===== src/hw/rtl/three_wire_rtc_serial_master_assert.svh =====
// assertion macros shared by the rtc serial master rtl
// no dependencies; included by modules that carry assertions
`ifndef THREE_WIRE_RTC_SERIAL_MASTER_ASSERT_SVH
`define THREE_WIRE_RTC_SERIAL_MASTER_ASSERT_SVH

// antecedent implies consequent in the same cycle
`define RTCSM_ASSERT_NOW(label, clk, rst_n, ante, cons) \
  label: assert property (@(posedge clk) disable iff (!rst_n) (ante) |-> (cons)) \
    else $error("rtcsm assertion failed");

// antecedent implies consequent in the next cycle
`define RTCSM_ASSERT_NEXT(label, clk, rst_n, ante, cons) \
  label: assert property (@(posedge clk) disable iff (!rst_n) (ante) |=> (cons)) \
    else $error("rtcsm assertion failed");

`endif


===== src/hw/rtl/rtcsm_pkg.sv =====
// shared types and constants of the rtc serial master
// no dependencies; used by all rtcsm modules
`default_nettype none

package rtcsm_pkg;

  localparam logic [4:0] MAX_BURST = 5'd31;
  localparam int unsigned QDEPTH = 2;
  localparam int unsigned QAW = $clog2(QDEPTH);

  // input kind codes as they arrive on tuser
  localparam logic [1:0] KIND_START = 2'd0;
  localparam logic [1:0] KIND_DATA  = 2'd1;
  localparam logic [1:0] KIND_TICK  = 2'd2;

  typedef enum logic [1:0] {
    OP_START = 2'd0,
    OP_DATA  = 2'd1,
    OP_TICK  = 2'd2,
    OP_BAD   = 2'd3
  } op_t;

  typedef enum logic [3:0] {
    PH_IDLE = 4'b0001,
    PH_SEND = 4'b0010,
    PH_RECV = 4'b0100,
    PH_HOLD = 4'b1000
  } phase_t;

  typedef struct packed {
    op_t        op;
    logic [7:0] byte_val;
    logic       is_read;
    logic [4:0] count;
    logic       dat_in;
  } item_t;

  typedef struct packed {
    logic       ce;
    logic       sclk;
    logic       dat_oe;
    logic       dat_out;
    logic       read_valid;
    logic [7:0] read_data;
    logic       read_last;
    logic       waiting;
    logic       busy_res;
    logic       error;
  } res_t;

endpackage

`default_nettype wire


===== src/hw/rtl/three_wire_rtc_serial_master.sv =====
// top level of the three-wire rtc serial master
// depends on rtcsm_pkg, rtcsm_front, rtcsm_queue and rtcsm_back
`default_nettype none

// Three-wire real-time-clock link master. Each input item is decoded by tuser:
// start (0) raises chip enable and loads the command byte, sent lsb first;
// data (1) supplies the next write byte through a one-byte hold; tick (2) is
// one delay unit of the link and carries the sampled data line. The clock
// rises on one tick and falls on the next while the next bit is set up. A
// write stalls with the clock low (waiting) when no byte is held; a read
// releases the data line on the rise of command bit 7 and reports each received byte
// with read_valid, tlast marking the last one. Every item gives exactly one
// result item with the line levels after it. Items pass a decoder, a
// two-entry queue and a sequencer that retires one item per clock when the
// output is ready, so the block then sustains one item per cycle; a result
// appears in the cycle after its item is taken, and a stalled result register
// holds back only the sequencer while the queue still takes up to two items.
module three_wire_rtc_serial_master (
  input  wire logic        clk,
  input  wire logic        rst_n,
  // input item channel
  input  wire logic        in_tvalid,
  output logic             in_tready,
  input  wire logic [15:0] in_tdata,  // byte_value[7:0] is_read[8] count[13:9] dat_in[14]
  input  wire logic [1:0]  in_tuser,  // kind[1:0]
  // result item channel
  output logic             out_tvalid,
  input  wire logic        out_tready,
  output logic [15:0]      out_tdata, // ce[0] sclk[1] dat_oe[2] dat_out[3] read_valid[4]
                                      // read_data[12:5] waiting[13] busy_res[14] error[15]
  output logic             out_tlast  // read_last
);

  rtcsm_pkg::item_t dec_item;
  rtcsm_pkg::item_t q_item;
  rtcsm_pkg::res_t  res;
  logic             q_full;
  logic             q_valid;
  logic             q_pop;
  logic             push;

  // decode the raw item
  rtcsm_front u_front (
    .kind_i     (in_tuser),
    .byte_val_i (in_tdata[7:0]),
    .is_read_i  (in_tdata[8]),
    .count_i    (in_tdata[13:9]),
    .dat_in_i   (in_tdata[14]),
    .item_o     (dec_item)
  );

  assign in_tready = !q_full;
  assign push      = in_tvalid && in_tready;

  // decoupling queue between decoder and sequencer
  rtcsm_queue u_queue (
    .clk         (clk),
    .rst_n       (rst_n),
    .push_i      (push),
    .push_item_i (dec_item),
    .full_o      (q_full),
    .pop_i       (q_pop),
    .valid_o     (q_valid),
    .item_o      (q_item)
  );

  // link sequencer with its output register
  rtcsm_back u_back (
    .clk         (clk),
    .rst_n       (rst_n),
    .q_valid_i   (q_valid),
    .q_item_i    (q_item),
    .q_pop_o     (q_pop),
    .out_valid_o (out_tvalid),
    .out_ready_i (out_tready),
    .out_res_o   (res)
  );

  // pack the result fields, error in the highest bit and ce in the lowest
  assign out_tdata = {res.error, res.busy_res, res.waiting, res.read_data,
                      res.read_valid, res.dat_out, res.dat_oe, res.sclk, res.ce};
  assign out_tlast = res.read_last;

endmodule

`default_nettype wire


===== src/hw/rtl/rtcsm_front.sv =====
// front end: decodes the item kind and saturates the byte count
// depends on rtcsm_pkg
`default_nettype none

module rtcsm_front (
  input  wire logic [1:0]  kind_i,
  input  wire logic [7:0]  byte_val_i,
  input  wire logic        is_read_i,
  input  wire logic [4:0]  count_i,
  input  wire logic        dat_in_i,
  output rtcsm_pkg::item_t item_o
);

  rtcsm_pkg::op_t op;

  always_comb begin
    unique case (kind_i)
      rtcsm_pkg::KIND_START: op = rtcsm_pkg::OP_START;
      rtcsm_pkg::KIND_DATA:  op = rtcsm_pkg::OP_DATA;
      rtcsm_pkg::KIND_TICK:  op = rtcsm_pkg::OP_TICK;
      default:               op = rtcsm_pkg::OP_BAD;
    endcase
  end

  always_comb begin
    item_o.op       = op;
    item_o.byte_val = byte_val_i;
    item_o.is_read  = is_read_i;
    item_o.count    = (count_i > rtcsm_pkg::MAX_BURST) ? rtcsm_pkg::MAX_BURST : count_i;
    item_o.dat_in   = dat_in_i;
  end

endmodule

`default_nettype wire


===== src/hw/rtl/rtcsm_queue.sv =====
// short fifo of decoded items between front and back
// depends on rtcsm_pkg and the assertion header
`default_nettype none

`include "three_wire_rtc_serial_master_assert.svh"

module rtcsm_queue (
  input  wire logic             clk,
  input  wire logic             rst_n,
  input  wire logic             push_i,
  input  wire rtcsm_pkg::item_t push_item_i,
  output logic                  full_o,
  input  wire logic             pop_i,
  output logic                  valid_o,
  output rtcsm_pkg::item_t      item_o
);

  localparam int unsigned CW = $clog2(rtcsm_pkg::QDEPTH + 1);

  rtcsm_pkg::item_t           mem_r [rtcsm_pkg::QDEPTH];
  logic [rtcsm_pkg::QAW-1:0]  wr_ptr_r, wr_ptr_nxt;
  logic [rtcsm_pkg::QAW-1:0]  rd_ptr_r, rd_ptr_nxt;
  logic [CW-1:0]              cnt_r, cnt_nxt;

  assign full_o  = (cnt_r == CW'(rtcsm_pkg::QDEPTH));
  assign valid_o = (cnt_r != '0);
  assign item_o  = mem_r[rd_ptr_r];

  always_comb begin
    wr_ptr_nxt = wr_ptr_r;
    rd_ptr_nxt = rd_ptr_r;
    cnt_nxt    = cnt_r;
    if (push_i) begin
      wr_ptr_nxt = (wr_ptr_r == rtcsm_pkg::QAW'(rtcsm_pkg::QDEPTH - 1)) ? '0
                 : wr_ptr_r + 1'b1;
    end
    if (pop_i) begin
      rd_ptr_nxt = (rd_ptr_r == rtcsm_pkg::QAW'(rtcsm_pkg::QDEPTH - 1)) ? '0
                 : rd_ptr_r + 1'b1;
    end
    priority if (push_i && !pop_i) begin
      cnt_nxt = cnt_r + 1'b1;
    end else if (pop_i && !push_i) begin
      cnt_nxt = cnt_r - 1'b1;
    end
  end

  always_ff @(posedge clk) begin
    if (!rst_n) begin
      wr_ptr_r <= '0;
      rd_ptr_r <= '0;
      cnt_r    <= '0;
    end else begin
      wr_ptr_r <= wr_ptr_nxt;
      rd_ptr_r <= rd_ptr_nxt;
      cnt_r    <= cnt_nxt;
    end
  end

  always_ff @(posedge clk) begin
    if (push_i) begin
      mem_r[wr_ptr_r] <= push_item_i;
    end
  end

  `RTCSM_ASSERT_NOW(a_no_pop_empty, clk, rst_n, pop_i, valid_o)
  `RTCSM_ASSERT_NOW(a_no_push_full, clk, rst_n, push_i, !full_o)
  `RTCSM_ASSERT_NOW(a_cnt_bound, clk, rst_n, 1'b1, cnt_r <= CW'(rtcsm_pkg::QDEPTH))

endmodule

`default_nettype wire


===== src/hw/rtl/rtcsm_back.sv =====
// back end: link sequencer that runs one decoded item per cycle when the
// output is free, holding its result in an output register; depends on rtcsm_pkg
`default_nettype none

`include "three_wire_rtc_serial_master_assert.svh"

module rtcsm_back (
  input  wire logic             clk,
  input  wire logic             rst_n,
  input  wire logic             q_valid_i,
  input  wire rtcsm_pkg::item_t q_item_i,
  output logic                  q_pop_o,
  output logic                  out_valid_o,
  input  wire logic             out_ready_i,
  output rtcsm_pkg::res_t       out_res_o
);

  rtcsm_pkg::phase_t phase_r, phase_nxt;
  logic [2:0] bit_r, bit_nxt;
  logic       clk_lvl_r, clk_lvl_nxt;
  logic       en_r, en_nxt;
  logic       de_r, de_nxt;
  logic       dl_r, dl_nxt;
  logic [7:0] shift_r, shift_nxt;
  logic [4:0] left_r, left_nxt;
  logic       reading_r, reading_nxt;
  logic [7:0] held_r, held_nxt;
  logic       held_v_r, held_v_nxt;
  logic       out_valid_r;
  rtcsm_pkg::res_t res_r, res_nxt;

  logic       err, rv, rl;
  logic [7:0] rd, sh;
  rtcsm_pkg::item_t it;

  assign it      = q_item_i;
  assign q_pop_o = q_valid_i && (!out_valid_r || out_ready_i);
  assign sh      = shift_r | (8'(it.dat_in) << bit_r);

  always_comb begin
    phase_nxt   = phase_r;
    bit_nxt     = bit_r;
    clk_lvl_nxt = clk_lvl_r;
    en_nxt      = en_r;
    de_nxt      = de_r;
    dl_nxt      = dl_r;
    shift_nxt   = shift_r;
    left_nxt    = left_r;
    reading_nxt = reading_r;
    held_nxt    = held_r;
    held_v_nxt  = held_v_r;
    err = 1'b0;
    rv  = 1'b0;
    rl  = 1'b0;
    rd  = '0;
    unique case (it.op)
      rtcsm_pkg::OP_START: begin
        if (phase_r != rtcsm_pkg::PH_IDLE) begin
          err = 1'b1;
        end else begin
          en_nxt      = 1'b1;
          clk_lvl_nxt = 1'b0;
          reading_nxt = it.is_read;
          left_nxt    = it.count;
          held_v_nxt  = 1'b0;
          shift_nxt   = it.byte_val;
          bit_nxt     = '0;
          de_nxt      = 1'b1;
          dl_nxt      = it.byte_val[0];
          phase_nxt   = rtcsm_pkg::PH_SEND;
        end
      end
      rtcsm_pkg::OP_DATA: begin
        priority if (phase_r == rtcsm_pkg::PH_HOLD) begin
          shift_nxt = it.byte_val;
          bit_nxt   = '0;
          de_nxt    = 1'b1;
          dl_nxt    = it.byte_val[0];
          left_nxt  = (left_r != '0) ? left_r - 1'b1 : left_r;
          phase_nxt = rtcsm_pkg::PH_SEND;
        end else if (phase_r == rtcsm_pkg::PH_SEND && !reading_r && !held_v_r &&
                     left_r != '0) begin
          held_nxt   = it.byte_val;
          held_v_nxt = 1'b1;
        end else begin
          err = 1'b1;
        end
      end
      rtcsm_pkg::OP_TICK: begin
        if (phase_r == rtcsm_pkg::PH_SEND) begin
          if (!clk_lvl_r) begin
            clk_lvl_nxt = 1'b1;
            if (bit_r == 3'd7 && reading_r) begin
              // release the line on the rise of command bit 7
              de_nxt    = 1'b0;
              dl_nxt    = 1'b0;
              shift_nxt = '0;
              bit_nxt   = '0;
              phase_nxt = rtcsm_pkg::PH_RECV;
            end
          end else begin
            clk_lvl_nxt = 1'b0;
            priority if (bit_r != 3'd7) begin
              bit_nxt = bit_r + 1'b1;
              dl_nxt  = shift_r[bit_r + 3'd1];
            end else if (left_r == '0) begin
              phase_nxt   = rtcsm_pkg::PH_IDLE;
              en_nxt      = 1'b0;
              de_nxt      = 1'b0;
              dl_nxt      = 1'b0;
              bit_nxt     = '0;
              reading_nxt = 1'b0;
            end else if (held_v_r) begin
              held_v_nxt = 1'b0;
              shift_nxt  = held_r;
              bit_nxt    = '0;
              de_nxt     = 1'b1;
              dl_nxt     = held_r[0];
              left_nxt   = left_r - 1'b1;
            end else begin
              phase_nxt = rtcsm_pkg::PH_HOLD;
            end
          end
        end else if (phase_r == rtcsm_pkg::PH_RECV) begin
          priority if (clk_lvl_r) begin
            clk_lvl_nxt = 1'b0;
            if (left_r == '0) begin
              phase_nxt   = rtcsm_pkg::PH_IDLE;
              en_nxt      = 1'b0;
              de_nxt      = 1'b0;
              dl_nxt      = 1'b0;
              bit_nxt     = '0;
              reading_nxt = 1'b0;
            end
          end else if (left_r != '0) begin
            if (bit_r != 3'd7) begin
              shift_nxt   = sh;
              bit_nxt     = bit_r + 1'b1;
              clk_lvl_nxt = 1'b1;
            end else begin
              rv       = 1'b1;
              rd       = sh;
              left_nxt = left_r - 1'b1;
              rl       = (left_r == 5'd1);
              if (rl) begin
                shift_nxt   = sh;
                phase_nxt   = rtcsm_pkg::PH_IDLE;
                clk_lvl_nxt = 1'b0;
                en_nxt      = 1'b0;
                de_nxt      = 1'b0;
                dl_nxt      = 1'b0;
                bit_nxt     = '0;
                reading_nxt = 1'b0;
              end else begin
                shift_nxt   = '0;
                bit_nxt     = '0;
                clk_lvl_nxt = 1'b1;
              end
            end
          end else begin
            phase_nxt   = rtcsm_pkg::PH_IDLE;
            clk_lvl_nxt = 1'b0;
            en_nxt      = 1'b0;
            de_nxt      = 1'b0;
            dl_nxt      = 1'b0;
            bit_nxt     = '0;
            reading_nxt = 1'b0;
          end
        end
      end
      default: begin
        err = 1'b1;
      end
    endcase

    res_nxt.ce         = en_nxt;
    res_nxt.sclk       = clk_lvl_nxt;
    res_nxt.dat_oe     = de_nxt;
    res_nxt.dat_out    = de_nxt & dl_nxt;
    res_nxt.read_valid = rv;
    res_nxt.read_data  = rd;
    res_nxt.read_last  = rl;
    res_nxt.waiting    = (phase_nxt == rtcsm_pkg::PH_HOLD);
    res_nxt.busy_res   = (phase_nxt != rtcsm_pkg::PH_IDLE);
    res_nxt.error      = err;
  end

  always_ff @(posedge clk) begin
    if (!rst_n) begin
      phase_r     <= rtcsm_pkg::PH_IDLE;
      bit_r       <= '0;
      clk_lvl_r   <= 1'b0;
      en_r        <= 1'b0;
      de_r        <= 1'b0;
      dl_r        <= 1'b0;
      shift_r     <= '0;
      left_r      <= '0;
      reading_r   <= 1'b0;
      held_r      <= '0;
      held_v_r    <= 1'b0;
      out_valid_r <= 1'b0;
    end else begin
      if (q_pop_o) begin
        phase_r   <= phase_nxt;
        bit_r     <= bit_nxt;
        clk_lvl_r <= clk_lvl_nxt;
        en_r      <= en_nxt;
        de_r      <= de_nxt;
        dl_r      <= dl_nxt;
        shift_r   <= shift_nxt;
        left_r    <= left_nxt;
        reading_r <= reading_nxt;
        held_r    <= held_nxt;
        held_v_r  <= held_v_nxt;
      end
      if (q_pop_o) begin
        out_valid_r <= 1'b1;
      end else if (out_ready_i) begin
        out_valid_r <= 1'b0;
      end
    end
  end

  always_ff @(posedge clk) begin
    if (q_pop_o) begin
      res_r <= res_nxt;
    end
  end

  assign out_valid_o = out_valid_r;
  assign out_res_o   = res_r;

  `RTCSM_ASSERT_NOW(a_ce_tracks_busy, clk, rst_n, 1'b1, en_r == (phase_r != rtcsm_pkg::PH_IDLE))
  `RTCSM_ASSERT_NOW(a_hold_clock_low, clk, rst_n, phase_r == rtcsm_pkg::PH_HOLD, !clk_lvl_r)
  `RTCSM_ASSERT_NOW(a_recv_released, clk, rst_n, phase_r == rtcsm_pkg::PH_RECV, !de_r && reading_r)
  `RTCSM_ASSERT_NEXT(a_stall_holds_state, clk, rst_n, !q_pop_o, $stable(phase_r) && $stable(bit_r))

endmodule

`default_nettype wire

===== config.mk =====
export PLATFORM = sky130hd
export DESIGN_NAME = three_wire_rtc_serial_master
export DESIGN_NICKNAME = d
export VERILOG_FILES = /design/src/hw/rtl/rtcsm_pkg.sv /design/src/hw/rtl/three_wire_rtc_serial_master.sv /design/src/hw/rtl/rtcsm_front.sv /design/src/hw/rtl/rtcsm_queue.sv /design/src/hw/rtl/rtcsm_back.sv
export VERILOG_INCLUDE_DIRS = /design/src /design/src/hw/rtl
export SDC_FILE = /design/constraint.sdc
export NUM_CORES = 1
export LEC_CHECK = 0
export BUFFER_PORTS_ARGS = -buffer_cell sky130_fd_sc_hd__buf_4
export CORE_MARGIN = 3
export CORE_UTILIZATION = 40
export CTS_CLUSTER_DIAMETER = 80
export DETAILED_ROUTE_END_ITERATION = 10
export PLACE_DENSITY_LB_ADDON = 0.2
export SLEW_MARGIN = 5
export SYNTH_ARGS = -nofsm -noshare
export SYNTH_HDL_FRONTEND = slang
export SYNTH_SLANG_ARGS = --single-unit

===== constraint.sdc =====
create_clock -name clk -period 3.4 [get_ports clk]
set_input_delay 0.34 -clock clk [delete_from_list [all_inputs] [get_ports clk]]
set_output_delay 0.34 -clock clk [all_outputs]
set_load 0.01 [all_outputs]

Word level (Yosys, flattened, before mapping)
Memory sizes are Yosys's and may differ from the RTL's. A register that Yosys moved wholly into a read port is not among the register bits.
Cells that the tools add are included.
Word-level totals
  latch bits: 0
  register bits: 56
  ROM bits: 0
  output and inout bits: 19
  word-level logic and storage cells: 254
  memories kept: 1
  bits in writable memories: 34
Memory list
  u_queue.mem_r: depth 2, bits a word 17, read ports 1, clocked after Yosys merged registers in 1, write ports 1, line rtcsm_queue.sv:20  | rtcsm_pkg::item_t mem_r [rtcsm_pkg::QDEPTH];
Cells by class
  eq/ne operators: 37
  reduce and logical (&&, ||, !) cells: 32
  bitwise logic cells: 6
  shift operators: 1
  muxes and demuxes: 144
  add/sub/neg operators: 6
  magnitude comparators: 2
  div/mod/pow operators: 0
  $mul: 0
Operators by type and width (count)
  2-to-1 mux 8 bit: 13
  2-to-1 mux 1 bit: 76
  2-to-1 mux 5 bit: 13
  2-to-1 mux 4 bit: 14
  2-to-1 mux 3 bit: 13
  one-hot mux 8 bit (3 select lines): 1
  inequality test 3 bit, second input constant: 6
  inequality test 4 x 3 -> 1 bit, second input constant: 4
  AND reduction 8 bit: 2
  one-hot mux 5 bit (3 select lines): 1
  AND reduction 13 bit: 1
  one-hot mux 1 bit (3 select lines): 4
  one-hot mux 4 bit (3 select lines): 1
  AND reduction 11 bit: 1
  inequality test 2 x 1 -> 1 bit, second input constant: 5
  one-hot mux 3 bit (3 select lines): 1
  AND reduction 9 bit: 1
  equality test 4 bit, second input constant: 2
  logical AND 1 bit: 8
  inequality test 2 bit, second input constant: 4
  inequality test 4 x 1 -> 1 bit, second input constant: 2
  OR 8 bit: 1
  nonzero test 2 bit: 4
  << shifter 1 x 3 -> 8 bit: 1
  other kinds (32): 49

Depth between registers and ports, before layout
  depth after elaboration: 9
  mapped depth: 12

Hierarchy
Synthesis repeated with hierarchy kept, for this count alone.
Second synthesis, totals
  cell total of the unflattened synthesis: 466
  area, all modules: 4814.6 um^2
Modules (own cells, without submodules)
  rtcsm_back: area each 3256.9 um^2, cells each 372, instances 1, seq. area each 1211.2 um^2
  rtcsm_queue: area each 1446.4 um^2, cells each 75, instances 1, seq. area each 1121.1 um^2
  rtcsm_front: area each 101.3 um^2, cells each 17, instances 1, seq. area each 0.0 um^2
  three_wire_rtc_serial_master: area each 10.0 um^2, cells each 2, instances 1, seq. area each 0.0 um^2

Worst setup path before layout
No wires, ideal clock.
  kind: register to register
  start point: reg with a tool-made name
  end point: reg u_back.res_r, in the netlist u_back.out_res_o[1] (data pin)
  data arrival time: 2883 ps
  buffers on the path: 3
  path slack: 252 ps
  cell stages (with the launch flop): 11
  setup time: 265 ps
  cells stage by stage: dfxtp_1 clkbuf_1 buf_1 mux2i_1 ha_1 clkbuf_1 or3_1 a221o_1 a21oi_1 nand2_1 or3_1
RTL lines
  to (signal assigned): line rtcsm_back.sv:226  | res_r <= res_nxt;
  to (decl): line rtcsm_back.sv:30  | rtcsm_pkg::res_t res_r, res_nxt;

==> out/results.tsv <==
stage	metric	value	unit
outcome	status	finished clean	
timing	Final period util	0.891	
yosys	sequential area share after synthesis	0.522	
global_route	vias in the first global route	3405	
yosys	Syn. warnings	0	
setup_path	CP Capture Type	register	
detailed_routing	wire length per cell	16.4	um
placed_design	placed insts	600	
power	sequential share of power	0.404	
placed_design	GP Congestion	0.943	
yosys	Syn Area/Cell	10.1	sq um
clock_network	# Post-CTS Setup Buffers	0	
placed_design	port buffer count	39	
global_route	Congestion Overflow GR	0	
detailed_routing	DRC errors left	0	
placed_design	DP HPWL	7170	um
timing	final hold viol count	0	
yosys	ys flop type	edfxtp_1	
clock_network	CTS Buf Count	9	
timing	setup TNS	0	ns
cells_and_area	share of cells above drive strength 1	0.171	
yosys	Post-Synthesis Cell Area	0.00447	sq mm
cells_and_area	cell area after layout	0.00507	sq mm
timing	# setup viols final	0	
run	Max-Cap Viols	0	
clock_network	later-pin clock latency in the skew report	0.36	ns
yosys	largest cells by area after synthesis	edfxtp_1 34%, dfxtp_1 18%, a21oi_1 4.6%	
detailed_routing	Routed WL	10100	um
setup_path	Crit Path Class	reg -> reg	
cells_and_area	fin nets	507	
setup_path	CP peak stage delay	0.73	ns
power	internal cell power	2400	uW
setup_path	CP startpoint kind	register	
die	core box area	0.0106	sq mm
clock_network	CTS H-tree lvls	3	
yosys	cell taking the most area after synthesis	edfxtp_1	
setup_path	R2R cell count	8	
die	I/O Pins	41	
hold_path	Hold EP	u_queue.mem_r[0][14]	
timing	Final Max Tran Viols	0	
timing	Min Clock Period, post-route	3.03	ns
clock_network	Worst-path clk slew	0.10	ns
setup_path	Arrival @ worst endpoint	3.31	ns
yosys	post-synth top area share	0.343	
setup_path	crit-path max FO	10	
global_route	GRT Overall Usage	0.166	
clock_network	Resized cells post-CTS	0	
global_route	first-pass GRT wire length	17000	um
setup_path	RR Endpoint	u_back.left_r[1]	
clock_network	Post-CTS Hold Fix Bufs	0	
yosys	Syn Inst Count	444	
die	initial core utilization	0.422	
die	row count	37	
detailed_routing	initial DRC count	190	
detailed_routing	drt via density	5.65	
timing	Fmax achieved	330	MHz
yosys	Synth Net Count	476	
clock_network	CTS tree	built	
detailed_routing	drt first pass iters	6	
hold_path	Min-Delay Path Depth	1	
power	Comb pwr share	0.423	
cells_and_area	non-filler cells, final	616	
die	Die X	112	um
power	power per cell area	783	mW/mm^2
timing	Worst Skew	0.0121	ns
global_route	antenna violations before repair	0	
die	die area	0.0125	sq mm
power	Clk pwr share	0.173	
clock_network	root buf cell	clkbuf_8	
setup_path	r2r setup slk	0.37	ns
detailed_routing	DR vias	3478	
cells_and_area	diode count	0	
die	Die Height	112	um
setup_path	CP required	3.68	ns
hold_path	hold wc startpoint	in_tdata[7]	
setup_path	CP max stage cell	or4_1	
clock_network	worst-case clock buffer depth	2	
clock_network	CTS sink cnt	91	
timing	RSZ-0062 raised after global routing	no	
timing	setup ws final	0.372	ns
power	switching share of power	0.395	
placed_design	worst slack, placed	0.398	ns
placed_design	Area after DPL	0.00489	sq mm
yosys	Post-synth ARST share	0	
power	P_sw	1570	uW
setup_path	CP cell instances	mux2i_1 -> inv_1 -> ha_1 -> o41ai_2 -> nand3_1 -> or4_1 -> a211o_1 -> a21oi_2	
yosys	Yosys reg bits	91	
timing	Rel. slew slack	0.284	
power	leakage	0.00181	uW
yosys	Synth cell types	60	
yosys	number of synthesized flops with an enable pin	51	
timing	Slew @ Worst Pin	1.07	ns
global_route	pin count of the biggest net entering global routing	32	
hold_path	hold crit path type	in -> reg	
power	Peak VDD IR	0.332	mV
cells_and_area	Area Growth Syn to Fin	13.5	%
detailed_routing	antenna-violating nets left	0	
timing	Hold Slack	0.158	ns
==> cell families after synthesis <==
kind of cell / after synthesis / synth area share
AOI/OAI and AO/OA: 124 / 0.184
buffers and inverters: 51 / 0.0479
muxes: 22 / 0.0554
adders and majority gates: 10 / 0.0280
xor gates and xnor gates: 4 / 0.00784
DFF: 91 / 0.522
and+or+nand+nor: 142 / 0.155
==> cell usage after synthesis (all sizes together) (2+ instances only) <==
| cell type | n |
|---|---|
| a2111oi | 2 |
| a211o | 2 |
| a211oi | 14 |
| a21o | 2 |
| a21oi | 43 |
| a22oi | 2 |
| a2bb2oi | 2 |
| a311oi | 4 |
| a31o | 2 |
| a31oi | 9 |
| and3 | 3 |
| buf | 7 |
| clkbuf | 25 |
| dfxtp | 40 |
| edfxtp | 51 |
| ha | 10 |
| inv | 18 |
| mux2 | 2 |
| mux2i | 18 |
| mux4 | 2 |
| nand2 | 31 |
| nand2b | 5 |
| nand3 | 9 |
| nand4 | 4 |
| nor2 | 53 |
| nor2b | 4 |
| nor3 | 10 |
| nor4 | 4 |
| nor4b | 3 |
| o211ai | 11 |
| o21ai | 13 |
| o22ai | 5 |
| o31a | 2 |
| o31ai | 4 |
| or3 | 9 |
| or4b | 3 |
| xor2 | 3 |
==> registers in the layout (all words and copies together) (netlist names), named ones only <==
signal              cells
u_back.bit_r            3
u_back.clk_lvl_r        1
u_back.de_r             1
u_back.dl_r             1
u_back.en_r             1
u_back.held_r           8
u_back.held_v_r         1
u_back.left_r           5
u_back.out_res_o       17
u_back.out_valid_o      1
u_back.phase_r          4
u_back.reading_r        1
u_back.shift_r          8
u_queue.cnt_r           2
u_queue.mem_r          34
u_queue.rd_ptr_r        1
u_queue.wr_ptr_r        1
==> layout by cell type, fill, tap and decap left out, types with 3 or more instances in the layout <==
| cell type | instances |
|---|---|
| nor3_1 | 10 |
| o31ai_1 | 4 |
| nor2b_1 | 4 |
| xor2_1 | 3 |
| or3_1 | 9 |
| inv_1 | 17 |
| o211ai_1 | 11 |
| nand2_1 | 31 |
| o21ai_0 | 13 |
| edfxtp_1 | 51 |
| nand2b_1 | 5 |
| nand3_1 | 9 |
| clkbuf_8 | 9 |
| and3_1 | 3 |
| a21oi_1 | 41 |
| mux2i_1 | 18 |
| a211oi_1 | 13 |
| nor4_1 | 4 |
| dfxtp_1 | 40 |
| buf_4 | 52 |
| nor2_1 | 53 |
| a311oi_1 | 4 |
| o22ai_1 | 5 |
| ha_1 | 10 |
| a31oi_1 | 9 |
| nand4_1 | 4 |
==> layer usage <==
metal  global-route usage  up-vias  wire length, um
met5                    0        -                0
met4               0.0657        0              187
li1                     -     1710                -
met2                0.248      106             4470
met1                0.237     1645             4960
met3               0.0315       17              513
==> layout make-up <==
type,count,area (sq um)
Fill cell,1003,5530
Sequential cell,91,2330
Multi-Input combinational cell,302,1920
Timing Repair Buffer,52,390
Tap cell,136,170
Clock buffer,9,124
Inverter,19,71.3
Clock inverter,7,61.3
==> metrics by stage <==
step,utilization,total power [uW]
CTS,0.479,4000
finish,0.479,3970
global route,0.479,4270
global placement,0.461,3290
floorplan,-,2740
detailed placement,0.461,3310
==> how the worst max path moves through the flow <==
stage / startpoint / end / slack (ns) / depth (start not counted)
2_1_floorplan: register / u_back.out_res_o[1] / 0.25 / 10
3_3_place_gp: register / u_back.out_res_o[1] / 0.42 / 10
3_5_place_dp: register / u_back.left_r[1] / 0.40 / 8
4_1_cts: register / u_back.left_r[1] / 0.35 / 8
5_1_grt: register / u_back.left_r[1] / 0.14 / 8
6_report: register / u_back.left_r[1] / 0.37 / 8
==> power by group through the flow <==
stage	Combinational (uW)	Sequential, uW	Clock [uW]
floorplan	1130	1620	0
global placement	1660	1620	0
CTS	1680	1610	713
finish	1680	1600	687
detailed placement	1680	1630	0
global route	1870	1640	764
==> critical path, delay by kind of cell (launching register included) <==
family / cells / cell delay [ns]
AO/OA/AOI/OAI: 3 / 0.67
adder cells (fa/ha/maj): 1 / 0.40
buffers and inverters: 1 / 0.21
flip-flops: 1 / 0.35
multiplexers: 1 / 0.47
AND/OR/NAND/NOR: 2 / 0.86
No activity file was read; power rests on OpenSTA's default activity.
